### src/hw/rtl/lspp_pkg.sv
package lspp_pkg;

   localparam int LSPP_MAX_WIDTH = 1024;
   localparam int DATA_W         = 32;
   localparam int BW_W           = 11;
   localparam int BH_W           = 16;
   localparam int ADDR_W         = 4;

   typedef enum logic [1:0] {
      REG_DECODE_MODE  = 2'd0,
      REG_BLOCK_WIDTH  = 2'd1,
      REG_BLOCK_HEIGHT = 2'd2
   } reg_idx_type;

   typedef struct packed {
      logic            decode_mode;
      logic [BW_W-1:0] block_width;
      logic [BH_W-1:0] block_height;
   } cfg_type;

   typedef struct packed {
      logic x_zero;
      logic y_zero;
      logic x_ge2;
      logic y_ge2;
   } pos_type;

   typedef struct packed {
      logic [DATA_W-1:0] w;
      logic [DATA_W-1:0] ww;
      logic [DATA_W-1:0] n;
      logic [DATA_W-1:0] nn;
      logic [DATA_W-1:0] nw;
      logic [DATA_W-1:0] nww;
      logic [DATA_W-1:0] nnw;
   } nbr_type;

   // signed halving, truncating toward zero
   function automatic logic [DATA_W-1:0] half_trunc(input logic [DATA_W-1:0] v);
      logic [DATA_W-1:0] t;
      t = v + {{(DATA_W-1){1'b0}}, v[DATA_W-1]};
      return {t[DATA_W-1], t[DATA_W-1:1]};
   endfunction

endpackage

### src/hw/rtl/lspp_csr.sv
module lspp_csr
   import lspp_pkg::*;
(
   input  logic              clock,
   input  logic              reset,
   input  logic              psel,
   input  logic              penable,
   input  logic              pwrite,
   input  logic [ADDR_W-1:0] paddr,
   input  logic [31:0]       pwdata,
   output logic [31:0]       prdata,
   output logic              pready,
   output cfg_type           cfg
);

   cfg_type     cfg_ff;
   cfg_type     cfg_in;
   reg_idx_type idx;

   assign idx    = reg_idx_type'(paddr[3:2]);
   assign pready = 1'b1;
   assign cfg    = cfg_ff;

   always_comb begin
      cfg_in = cfg_ff;
      if (psel && penable && pwrite && pready) begin
         unique case (idx)
            REG_DECODE_MODE:  cfg_in.decode_mode  = pwdata[0];
            REG_BLOCK_WIDTH:  cfg_in.block_width  = pwdata[BW_W-1:0];
            REG_BLOCK_HEIGHT: cfg_in.block_height = pwdata[BH_W-1:0];
            default:          cfg_in = cfg_ff;
         endcase
      end
   end

   always_comb begin
      unique case (idx)
         REG_DECODE_MODE:  prdata = {31'd0, cfg_ff.decode_mode};
         REG_BLOCK_WIDTH:  prdata = {{(32-BW_W){1'b0}}, cfg_ff.block_width};
         REG_BLOCK_HEIGHT: prdata = {{(32-BH_W){1'b0}}, cfg_ff.block_height};
         default:          prdata = 32'd0;
      endcase
   end

   always_ff @(posedge clock) begin
      if (reset) begin
         cfg_ff.decode_mode  <= 1'b0;
         cfg_ff.block_width  <= BW_W'(1024);
         cfg_ff.block_height <= BH_W'(1);
      end else begin
         cfg_ff <= cfg_in;
      end
   end

endmodule

### config.mk
export PLATFORM = sky130hd
export DESIGN_NAME = lspp_csr
export DESIGN_NICKNAME = d
export VERILOG_FILES = /design/src/hw/rtl/lspp_pkg.sv /design/src/hw/rtl/lspp_csr.sv
export SDC_FILE = /design/constraint.sdc
export NUM_CORES = 1
export LEC_CHECK = 0
export ABC_AREA = 1
export BUFFER_PORTS_ARGS = -buffer_cell sky130_fd_sc_hd__buf_2
export CAP_MARGIN = 5
export CORE_MARGIN = 8
export CORE_UTILIZATION = 41
export CTS_CLUSTER_DIAMETER = 100
export DETAILED_ROUTE_END_ITERATION = 6
export GPL_ROUTABILITY_DRIVEN = 0
export GPL_TIMING_DRIVEN = 0
export PLACE_DENSITY = 0.8
export SYNTH_ARGS = -nofsm -noshare
export SYNTH_HDL_FRONTEND = slang
export SYNTH_SLANG_ARGS = --single-unit
### constraint.sdc
create_clock -name clock -period 1 [get_ports clock]
set_input_delay 0 -clock clock [delete_from_list [all_inputs] [get_ports clock]]
set_output_delay 0 -clock clock [all_outputs]
set_load 0.05 [all_outputs]
# [Yosys cells after proc, flatten, opt, wreduce, memory -nomap -nowiden]
# Index checks and enable logic that the tools add are counted.
[totals] register_bits=28 elab_cells=12
[classes] eq_ne=2 n_mux=1 n_reduce_logical=6
[ops] cell="$pmux 16 s3" n=1
[ops] cell="$reduce_and 2->1" n=3
[ops] cell="$eq 2x1->1 const B" n=1
[ops] cell="$eq 2x2->1 const B" n=1
[ops] cell="$logic_and 1x1->1" n=2
[ops] cell="$logic_not 2->1" n=1

# [Longest topological paths before layout]
[logic_depth] word_depth=3 mapped_depth=6 depth_no_buf=5

# [Least setup slack after synthesis]
# Ideal clock, no wire load.
[synth_path] kind="register to output" start="register cfg_ff, in the netlist cfg[11]" end="output port prdata[11]" t_arrival_ns=1.379 setup_slack_ns=-0.379 stages_incl_launch_ff=3 path_buffers=0 cell_sequence="dfxtp_1 > inv_1 > nor2_1"
[synth_between] elab_chain_len=1
[synth_lines] item="start, declared" line="lspp_csr.sv:16" source="cfg_type cfg_ff;"
[synth_lines] item="start signal, assigned" line="lspp_csr.sv:51" source="cfg_ff <= cfg_in;"
[synth_lines] item="$pmux 16 s3" line="lspp_csr.sv:37" source="unique case (idx)"
[synth_lines] item="end, declared" line="lspp_csr.sv:11" source="output logic [31:0] prdata,"
# Every way passes these cells.

# [Final worst setup path]
[layout_path] start="register cfg_ff, in the netlist cfg[15]" end="output port prdata[15]"
# The elaborated chain is that of the path after synthesis.

==> results.py <==
metrics = {
    "routing": {
        "ant_nets": 0,
        "detail_route.iter0.violations": 77,
        "drt-total-wl_um": 4440,
        "wl_per_cell_um": 11.8,
        "vias_per_cell": 4.30,
        "drc_errors": 0,
        "dr.pass1.iters": 4,
        "via_count": 1612,
    },
    "power": {
        "p_sw_mw": 0.818,
        "powerDensity_nw_per_um2": 1120,
        "p_leak_nw": 1.18,
        "p_int_mw": 1.59,
        "clkPwrFrac": 0.253,
        "ir_drop_uv": 679,
        "combPwrFrac": 0.266,
        "switching_share": 0.339,
        "p_seq_frac": 0.481,
        "power_mw": 2.41,
    },
    "placement": {
        "place_inst": 370,
        "postPlaceCellArea_sq_um": 2020,
        "hpwl_um": 3330,
        "portBuffers": 66,
    },
    "cells_and_area": {
        "finalInstanceArea_sq_um": 2160,
        "stdcell_count": 375,
        "utilization": 0.599,
        "nFillCells": 362,
        "drive_gt1_frac": 0.410,
        "multi_input_area_sq_um": 769,
        "area_growth_pct": 43.7,
        "diodes": 0,
        "ff_latch_area_sq_um": 593,
        "largest_reg_flops": 28,
        "final_nets": 370,
    },
    "critical_path": {
        "setup.worst_path.end_class": "primary output",
        "worstPathArrival_ps": 960,
        "required_ps": 1000,
        "critPathTopFamily": "flip-flops",
        "r2r_end": "cfg[7]$_SDFFE_PP0P_",
        "crit_chain": "inv_1, nor2_4, buf_4",
        "cp-startpoint": "cfg[15]$_SDFFE_PP0P_",
        "crit_type": "reg -> out",
        "reg2reg_from": "cfg[7]$_SDFFE_PP0P_",
        "crit_buf_inv": 2,
        "max_stage_delay_ps": 340,
        "path_max_fanout": 3,
        "start_kind": "register",
        "cp_slowest_cell": "dfxtp_2",
        "r2r_cells": 2,
        "r2r_slack_ps": 390,
    },
    "grt": {
        "grtUsageTotal": 0.146,
        "antenna_found_initial": 0,
        "grt_pass1_wl_um": 7270,
        "grt_max_degree": 15,
        "first_global_vias": 1490,
        "grt-ovfl-total": 0,
    },
    "timing": {
        "timing.fmax_mhz": 1040,
        "finalHoldViolations": 0,
        "whs_ps": 22.7,
        "period_share": 0.959,
        "finClkSkew_ps": 0,
        "setup_violations": 0,
        "fin_crit_ps": 959,
        "slew_violations": 0,
        "rsz0062_at_grt": "true",
    },
    "clock_tree": {
        "clk_pin_slew_ps": 90,
        "numCtsBuffers": 3,
        "cts_root_buffer": "clkbuf_8",
        "tritoncts": "built",
        "clk-insertion-delay-late_ps": 270,
        "ctsHtreeMaxLevel": 1,
        "clock_path_buffers": 2,
        "cts.sinks": 28,
    },
    "floorplanning": {
        "die_area_sq_um": 5860,
        "io_pins": 102,
        "start_util": 0.417,
        "fp.dieW_um": 76.5,
        "core_area_sq_um": 3610,
        "rows": 22,
        "die_h_um": 76.5,
    },
    "job": {
        "drv_cap": 0,
    },
    "synthesis": {
        "syn_area_per_cell_sq_um": 6.24,
        "ys_ff_latch": 28,
        "syn_inst": 241,
        "yosysUniqueCellTypes": 14,
        "ys.warnings.count": 0,
        "netlist_area_sq_um": 1500,
        "ys_seq_area_frac": 0.373,
    },
    "min_path": {
        "hp-start": "reset",
        "min_path_cells": 4,
        "hold_path_class": "in -> reg",
        "hold_end": "cfg[20]$_SDFFE_PP0P_",
    },
    "run_status": {
        "status": "completed",
    },
}
## tightest hold or removal path: stages
cell and delay, ps:
buf_2 80, inv_2 80, nand2_1 70, nor2_1 30
## power by group through the flow
| stage | logic (mW) | clock network [mW] | registers [mW] |
|---|---|---|---|
| floorplan | 0.401 | 0 | 1.27 |
| global placement | 0.613 | 0 | 1.18 |
| detailed placement | 0.617 | 0 | 1.19 |
| CTS | 0.631 | 0.618 | 1.16 |
| global route | 0.691 | 0.660 | 1.16 |
| finish | 0.642 | 0.610 | 1.16 |
## per-stage QoR
step / setup slack (ps) / setup TNS (ps)
final: 40.9 / 0
after global routing: -22.5 / -42.9
after CTS: 0.715 / 0
after detailed placement: -117 / -1230
after global placement: -79.3 / -948
after floorplan: -79.4 / -79.4
## worst max-delay path by stage
stage                          endpoint  slack [ps]  cells past startpoint
floorplan                    prdata[11]         -80                      2
global placement    cfg[9]$_SDFFE_PP0P_         -80                      7
detailed placement  cfg[7]$_SDFFE_PP0P_        -120                      7
CTS                           prdata[1]         0.7                      3
global route                  prdata[4]         -20                      7
finish                       prdata[15]          40                      3
## layout by cell type, fill, tap and decap left out, drive strengths merged
cell type / count
nand3: 30
buf: 87
dfxtp: 28
nor2: 62
clkbuf: 9
conb: 17
a21oi: 1
inv: 25
dlygate4sd3: 2
nand2: 64
o21ai: 2
## timing repair
| action | CTS | global route |
|---|---|---|
| hold buffers | 2 | 0 |
| buffers inserted | 0 | 0 |
| hold endpoints to repair | 2 | 0 |
| setup endpoints to repair | 16 | 15 |
| resized for setup | 11 | 20 |
## layout make-up
class	count	share of cell area
inverter	25	0.0435
buffer	27	0.0875
sequential	28	0.275
multi-input combinational	176	0.356
timing repair buffer	68	0.191
tap	48	0.0278
clock buffer	3	0.0191
## logic make-up (layout without fill, tap and decap cells)
family	after synthesis	after routing	synth area share
DFF	28	28	0.373
AOI/OAI and AO/OA	3	3	0.00999
and+or+nand+nor	156	156	0.431
other	2	17	0.00500
buffers and inverters	52	123	0.181
## synthesized netlist by cell type
| master | number | area (sq um) |
|---|---|---|
| buf_2 | 7 | 35.0 |
| nand3_1 | 30 | 150 |
| o21ai_0 | 2 | 10.0 |
| inv_2 | 4 | 15.0 |
| nor2_1 | 59 | 221 |
| nand2_2 | 1 | 6.26 |
| nor2_4 | 3 | 33.8 |
| buf_1 | 2 | 7.51 |
| conb_1 | 2 | 7.51 |
| nand2_1 | 63 | 236 |
| a21oi_1 | 1 | 5.00 |
| buf_4 | 18 | 135 |
| inv_1 | 21 | 78.8 |
| dfxtp_1 | 28 | 561 |
## layer usage
layer  wire length, um  global-route usage  part of all wire
met5                 0                   0                 0
met4                10              0.0288            0.0023
met3               402              0.0601             0.091
met2              2190               0.250              0.49
met1              1840               0.167              0.41
Power figures use the tool's default switching activity.
