### src/hw/rtl/lspp_pkg.sv
package lspp_pkg;

   localparam int LSPP_MAX_WIDTH = 1024;
   localparam int DATA_W         = 32;
   localparam int BW_W           = 11;
   localparam int BH_W           = 16;
   localparam int ADDR_W         = 4;

   typedef enum logic [1:0] {
      REG_DECODE_MODE  = 2'd0,
      REG_BLOCK_WIDTH  = 2'd1,
      REG_BLOCK_HEIGHT = 2'd2
   } reg_idx_type;

   typedef struct packed {
      logic            decode_mode;
      logic [BW_W-1:0] block_width;
      logic [BH_W-1:0] block_height;
   } cfg_type;

   typedef struct packed {
      logic x_zero;
      logic y_zero;
      logic x_ge2;
      logic y_ge2;
   } pos_type;

   typedef struct packed {
      logic [DATA_W-1:0] w;
      logic [DATA_W-1:0] ww;
      logic [DATA_W-1:0] n;
      logic [DATA_W-1:0] nn;
      logic [DATA_W-1:0] nw;
      logic [DATA_W-1:0] nww;
      logic [DATA_W-1:0] nnw;
   } nbr_type;

   // signed halving, truncating toward zero
   function automatic logic [DATA_W-1:0] half_trunc(input logic [DATA_W-1:0] v);
      logic [DATA_W-1:0] t;
      t = v + {{(DATA_W-1){1'b0}}, v[DATA_W-1]};
      return {t[DATA_W-1], t[DATA_W-1:1]};
   endfunction

endpackage

### src/hw/rtl/lspp_predict.sv
module lspp_predict
   import lspp_pkg::*;
(
   input  pos_type           pos,
   input  nbr_type           nbr,
   output logic [DATA_W-1:0] pred
);

   logic [DATA_W-1:0] ww_s;
   logic [DATA_W-1:0] nn_s;
   logic [DATA_W-1:0] nww_s;
   logic [DATA_W-1:0] nnw_s;
   logic [DATA_W-1:0] dx;
   logic [DATA_W-1:0] dy;

   // missing second neighbors fall back to the first one (zero slope)
   assign ww_s  = pos.x_ge2 ? nbr.ww  : nbr.w;
   assign nn_s  = pos.y_ge2 ? nbr.nn  : nbr.n;
   assign nww_s = pos.x_ge2 ? nbr.nww : nbr.nw;
   assign nnw_s = pos.y_ge2 ? nbr.nnw : nbr.nw;

   assign dx = half_trunc((nbr.w - ww_s) + (nbr.nw - nww_s));
   assign dy = half_trunc((nbr.n - nn_s) + (nbr.nw - nnw_s));

   always_comb begin
      if (pos.x_zero && pos.y_zero) begin
         pred = '0;
      end else if (pos.y_zero) begin
         pred = nbr.w + (nbr.w - ww_s);
      end else if (pos.x_zero) begin
         pred = nbr.n + (nbr.n - nn_s);
      end else begin
         pred = half_trunc(nbr.w + dx + nbr.n + dy);
      end
   end

endmodule

### config.mk
export PLATFORM = sky130hd
export DESIGN_NAME = lspp_predict
export DESIGN_NICKNAME = d
export VERILOG_FILES = /design/src/hw/rtl/lspp_pkg.sv /design/src/hw/rtl/lspp_predict.sv
export SDC_FILE = /design/constraint.sdc
export NUM_CORES = 1
export LEC_CHECK = 0
export BUFFER_PORTS_ARGS = -buffer_cell sky130_fd_sc_hd__buf_2
export CORE_MARGIN = 3
export CORE_UTILIZATION = 60
export DETAILED_ROUTE_END_ITERATION = 12
export PLACE_DENSITY = 0.83
export SYNTH_ARGS = -nofsm -noshare
export SYNTH_HDL_FRONTEND = slang
export SYNTH_SLANG_ARGS = --single-unit
### constraint.sdc
create_clock -name vclk -period 21.2
set_input_delay 1.06 -clock vclk [all_inputs]
set_output_delay 1.06 -clock vclk [all_outputs]
set_load 0.05 [all_outputs]
**Yosys cells after proc, flatten, opt, wreduce, memory -nomap -nowiden**

Cells that the tools add are included.

- Logic and storage cells: 22
- Register bits after elaboration: 0
- Input bits: 228
- Output and inout port bits: 32

- Add/sub/neg operators: 14
- Reduce and logical (&&, ||, !) cells: 1
- Multiplexer cells: 7

Operators with widths:

| cell | number |
|---|---|
| $add 32x32->32 | 7 |
| $mux 32 | 7 |
| $sub 32x32->32 | 4 |
| $add 32x1->32 | 3 |
| $logic_and 1x1->1 | 1 |

**Longest topological paths before layout**

Gate-level depths: netlist of run 1.

- Depth after elaboration: 11
- Gate-level depth with buffers: 64
- Mapped depth without buffers: 60

**Worst setup path after synthesis of run 1**

No wires, ideal clock.

- Path kind: input -> output
- Start: input port pos[1] in the netlist's numbering
- End: output port pred[29]
- Data required time: 20140 ps
- Cell stages on the path: 60
- Path slack: 5134 ps
- Arrival: 15006 ps
- Path buffers: 3
- Path through: clkbuf_1 clkbuf_1 nand2_1 o21a_1 inv_1 ha_1 inv_1 fa_1 a21o_1 a21oi_1 o21ai_0 a21oi_1 o21ai_0 a21boi_0 o21ai_0 o41ai_1 o2111ai_1 a31o_2 [24 not listed] a21oi_1 a2111oi_0 o31ai_1 a221o_1 inv_1 nor2_1 a2111oi_2 a211oi_2 buf_2 nor2b_1 ha_1 and4_1 nand2_1 nor3_1 or3b_2 nor3_1 xnor2_1 o221ai_1

- Cells in the longest elaborated chain, start to end: 11
- Elaborated cells on any way between the ends: 14
- Classes of those cells: add/sub (9); mux (5)

RTL lines:

| item | line | RTL |
|---|---|---|
| start, declared | lspp_predict.sv:4 | `input pos_type pos,` |
| $mux 32, on equally long branches | lspp_predict.sv:17, lspp_predict.sv:19 |  |
| $sub 32x32->32, on equally long branches | lspp_predict.sv:22, lspp_predict.sv:29 |  |
| $add 32x32->32 | lspp_predict.sv:22 | `assign dx = half_trunc((nbr.w - ww_s) + (nbr.nw - nww_s));` |
| $add 32x1->32 | lspp_pkg.sv:41 | `t = v + {{(DATA_W-1){1'b0}}, v[DATA_W-1]};` |
| $add 32x32->32 (3 in a row) | lspp_predict.sv:33 | `pred = half_trunc(nbr.w + dx + nbr.n + dy);` |
| $add 32x1->32 | lspp_pkg.sv:41 |  |
| $mux 32 | lspp_predict.sv:30 | `end else if (pos.x_zero) begin` |
| $mux 32 (*) | lspp_predict.sv:28 | `end else if (pos.y_zero) begin` |
| $mux 32 (*) | lspp_predict.sv:26 | `if (pos.x_zero && pos.y_zero) begin` |
| end, declared | lspp_predict.sv:6 | `output logic [DATA_W-1:0] pred` |

Every way passes the cells marked *; elsewhere a longest branch is shown, timed or not.

**Worst setup path in the final report of run 1**

Ends and elaborated chain as after synthesis.

==> results.md, run 1 <==
* Status: completed
* Global route total overflow at 0
* Die Height at 177 microns
* Initial antenna violation count at 0
* Worst-path maximum fanout at 24
* Cell accounting for the most synthesized area: ha_1
* DR WL/cell at approximately 21 microns
* Initial Util at 0.611
* WS Path Type: primary input to output pin
* Clock buffers at 0
* Die W at between 150 and 200 microns
* CP max stage delay at about 620 ps
* Largest net degree at the start of global routing at just over 60
* Num rows at 62
* Cell mode on critical path: a21oi_1
* Seq_cells at 0
* Commonest non-fill, non-tap cell in the layout: inv_1
* RSZ-0062 raised after global routing: no
* Hpwl dp at 54.7 mm
* Max-slew headroom at 0.143
* Final Hold Vio Count at 0
* GRT Util Overall at 0.390
* Worst slew pin tran at 1280 ps
* Placer Congestion at roughly 1.0
* Share of layout cells above drive strength 1 at 0.117
* Worst Path Arrival at ~16000 ps
* Max cap viols at 0
* Vias in the first global route at ~17k
* Critical path capture point type: output pin
* Top Ports at 260
* Setup-failing EPs final at 0
* Post-synthesis compound-gate area fraction at 0.243
* Detailed Route Iter0 Violations at between 2k and 2.5k
* FF/Latch Area at 0 sq um
* Via count at 18.7k
* Minimum hold slack at ~2800 ps
* Die area at 0.0314 sq mm
* Crit start category: primary input
* Cell area after layout at roughly 0.019 sq mm
* Top cells by area, synth: ha_1 (16%), fa_1 (15%), xnor2_1 (8.5%)
* Drc violations at 0
* Synth cell types at 89
* Area growth syn-to-layout at 9.54%
* Sequential element share of the synthesized area at 0
* Post-CTS setup buffers at 0
* DRT Wirelength at 62.9 mm
* Largest family of logic cells by synthesized area: adder cells
* Pre-antenna DRT Iters at 6
* Post-CTS sizing at 0
* Final-report max-slew violation count at 0
* Ys Warns at 0
* Non-filler cells, final at slightly below 3k
* PortBufs at between 200 and 300
* F_max at approximately 57 MHz
* Crit path time final at ~17000 ps
* Required @ worst endpoint at slightly above 20000 ps
* Placed instance area at 0.0193 sq mm
* Post-Synth Simple-Gate Area at 0.178
* Antenna Nets Post-Route at 0
* Post-synth top area share at 0.158
* N_diodes at 0
* Synth Area in Adders at 0.304
* Syn Inst Count at 2366
* Syn avg cell area at 7.43 sq um
* Area of the mapped netlist at around 0.018 sq mm
* Via density at between 6 and 7
* Wire length of the first global-routing pass at ~96 mm
* Setup TNS at 0 ps
* Xor and xnor area share after synthesis at 0.143
* Post-synthesis net count at 2944
* Min-Delay Path Class: primary input to output pin
* Max stage delay cell, worst path: xor3_1
* Placed Cells at 2973
* Core area at roughly 0.029 sq mm
* Nets at 3169
* Cts hold-fix bufs at 0
* Final cycle utilization of the critical path at 0.823
* Most frequent cells in the layout: inv_1 (307), buf_2 (258), ha_1 (222)
* Mux cell area share after synthesis at 0.0573
[kinds of logic (layout without fill, tap and decap cells)]
family,count (synthesis),in the layout
xor+xnor,283,283
fa+ha+maj,350,350
simple gates,621,621
compound gates,660,660
buf+inv,352,575
mux,100,100
[synthesized netlist by cell type (62+ instances only)]
library cell  count
nand3_1          62
mux2i_1          95
fa_1            128
a21o_1           78
nor2_1          125
o21ai_0         142
ha_1            222
nand2_1         169
xor2_1          110
xnor2_1         171
inv_1           307
a21oi_1         176
[per-stage QoR]
step / util / worst slack (ps)
6_report: 0.669 / 3750
5_1_grt: 0.669 / 2700
4_1_cts: 0.669 / 3910
3_5_place_dp: 0.669 / 3970
3_3_place_gp: 0.669 / 4360
2_1_floorplan: - / 5130
[per-layer routing]
layer  vias to the layer above  GRT usage  share of wire
met2                       969      0.569           0.41
met3                        86     0.0849           0.12
met4                         0     0.0642          0.018
li1                       8766          -              -
met1                      8927      0.595           0.45
met5                         -          0              0
[cell type report]
cell class	count	area (sq um)
fillers	2568	9520
inverters	307	1150
multi-input cells	2014	16300
well taps	384	480
repair buffers	268	1370
[worst paths after layout]
| kind | start | end | slack, ps | cells past startpoint |
|---|---|---|---|---|
| hold / removal | nbr[128] | pred[0] | 2780 | 4 |
| setup / recovery | pos[1] | pred[29] | 3750 | 61 |
[critical path, delay by kind of cell]
kind,cells,cell delay [ps]
AND/OR/NAND/NOR,12,2030
buffers and inverters,8,1420
adder cells (fa/ha/maj),10,3530
AO/OA/AOI/OAI,27,7030
XOR/XNOR,4,1250
Power of run 1 is left out: the tool's default activity adds up to more than one toggle a clock period on the data nets, which glitch-free logic cannot reach.
==> run 2, diff against run 1 <==
--- a/config.mk
+++ b/config.mk
@@ -7,9 +7,9 @@
 export LEC_CHECK = 0
 export BUFFER_PORTS_ARGS = -buffer_cell sky130_fd_sc_hd__buf_2
 export CORE_MARGIN = 3
-export CORE_UTILIZATION = 60
+export CORE_UTILIZATION = 56
 export DETAILED_ROUTE_END_ITERATION = 12
-export PLACE_DENSITY = 0.83
+export PLACE_DENSITY = 0.82
 export SYNTH_ARGS = -nofsm -noshare
 export SYNTH_HDL_FRONTEND = slang
 export SYNTH_SLANG_ARGS = --single-unit
==> constraint.sdc (replaced) <==
create_clock -name vclk -period 14.1
set_input_delay 0.705 -clock vclk [all_inputs]
set_output_delay 0.705 -clock vclk [all_outputs]
set_load 0.05 [all_outputs]
==> results.md, run 2 (synthesis results as in run 1) <==
* Non-filler cells, final at about 3.3k
* Initial antenna violation count at 1
* Largest net degree at the start of global routing at between 40 and 50
* Setup crit start: pos[1]
* Wire length of the first global-routing pass at a little under 100 mm
* DR WL met2 at approximately 29 mm
* Setup TNS at 0 ps
* Global route total overflow at 0
* Fill count at around 2.5k
* Antenna Nets Post-Route at 0
* Crit path time final at between 10000 and 15000 ps
* Via count at approximately 20k
* Pre-antenna DRT Iters at 5
* Die W at about 180 microns
* Die area at 0.0336 sq mm
* Most frequent cells in the layout: buf_4 (337), inv_1 (305), buf_2 (251)
* CP max stage delay at between 500 and 600 ps
* Final-report max-slew violation count at 0
* Critical path capture point type: output pin
* Placed Cells at about 3.3k
* Max cap viols at 0
* Routed met3 length at between 7 and 8 mm
* Final Hold Vio Count at 0
* Drc violations at 0
* Worst-path maximum fanout at 4
* Required @ worst endpoint at between 10000 and 15000 ps
* Detailed Route Iter0 Violations at between 2k and 2.5k
* Max stage delay cell, worst path: fa_1
* Setup-failing EPs final at 0
* Area growth syn-to-layout at 26.7%
* Setup WS pre-CTS at -590 ps
* Commonest non-fill, non-tap cell in the layout: buf_4
* Vias in the first global route at about 19k
* Die Height at ~180 microns
* Core area at 0.0307 sq mm
* Hpwl dp at 57.9 mm
* Minimum hold slack at roughly 2100 ps
* FF/Latch Area at 0 sq um
* Status: completed
* Worst Path Arrival at around 13000 ps
* DR WL/cell at approximately 20 microns
* Initial Util at 0.572
* Share of layout cells above drive strength 1 at 0.242
* Via density at 6.02
* Top Ports at between 200 and 300
* Final worst slack at 434 ps
* Crit start category: primary input
* Final cycle utilization of the critical path at 0.969
* Placer Congestion at 1.03
* DRT Wirelength at 66.1 mm
* Worst slew pin tran at around 1100 ps
* Clock buffers at 0
* F_max at ~73 MHz
* PortBufs at 260
* Nets at between 3k and 4k
* Seq_cells at 0
* GRT Util Overall at 0.372
* Cts hold-fix bufs at 0
* Metal-1 WL at 28.6 mm
* Num rows at 64
* CP endpoint: pred[29]
* Min-Delay Path Class: primary input to output pin
* Max-slew headroom at 0.265
* WS Path Type: primary input to output pin
* Top sig layer: met4
* Cell mode on critical path: a21oi_2
[run 2: changes by cell type in the layout (fill, tap and decap cells not counted), moves of 7 or more]
cell / delta
xnor2_2: +8
buf_4: +327
ha_1: -8
a21oi_1: -12
o21ai_0: -8
a21oi_2: +12
xnor2_1: -9
buf_2: -7
[run 2: through the flow]
stage,util,area [sq um]
global placement,0.708,21800
CTS,0.710,21800
detailed placement,0.708,21800
global route,0.724,22300
finish,0.724,22300
floorplan,-,17700
[run 2: how the worst min path moves through the flow]
stage	endpoint	slack [ps]	startpoint	depth (start not counted)
final	pred[0]	2090	nbr[128]	5
after global routing	pred[27]	2130	pos[3]	3
after CTS	pred[0]	2090	nbr[128]	5
after detailed placement	pred[0]	2090	nbr[128]	5
after global placement	pred[0]	2080	nbr[128]	5
after floorplan	pred[0]	1860	nbr[128]	2
[run 2: timing repair]
action / CTS / global route
endpoints found under the setup margin: 14 / 31
hold endpoints to repair: 0 / 0
resized for setup: 14 / 86
setup buffers: 0 / 6
pin swaps: 9 / 39
[run 2: layout make-up]
| type | count | area (sq um) | area share |
|---|---|---|---|
| Tap cell | 396 | 495 | 0.0222 |
| Antenna cell | 1 | 2.50 | 0.000112 |
| Inverter | 307 | 1150 | 0.0517 |
| Multi-Input combinational cell | 2014 | 16700 | 0.751 |
| Timing Repair Buffer | 595 | 3900 | 0.175 |
[run 2: layer usage]
metal / global-route usage / vias up
met5: 0 / -
li1: - / 9420
met1: 0.547 / 9450
met2: 0.580 / 955
met4: 0.0777 / 0
met3: 0.0539 / 128
[run 2: critical path, delay by kind of cell]
family                     cells  cell delay (ps)
adders and majority gates     10             3260
AOI/OAI and AO/OA             27             5270
buffers and inverters          9             1060
xor gates and xnor gates       4              780
and+or+nand+nor               11             1910
Power of run 2 is left out for the same reason.
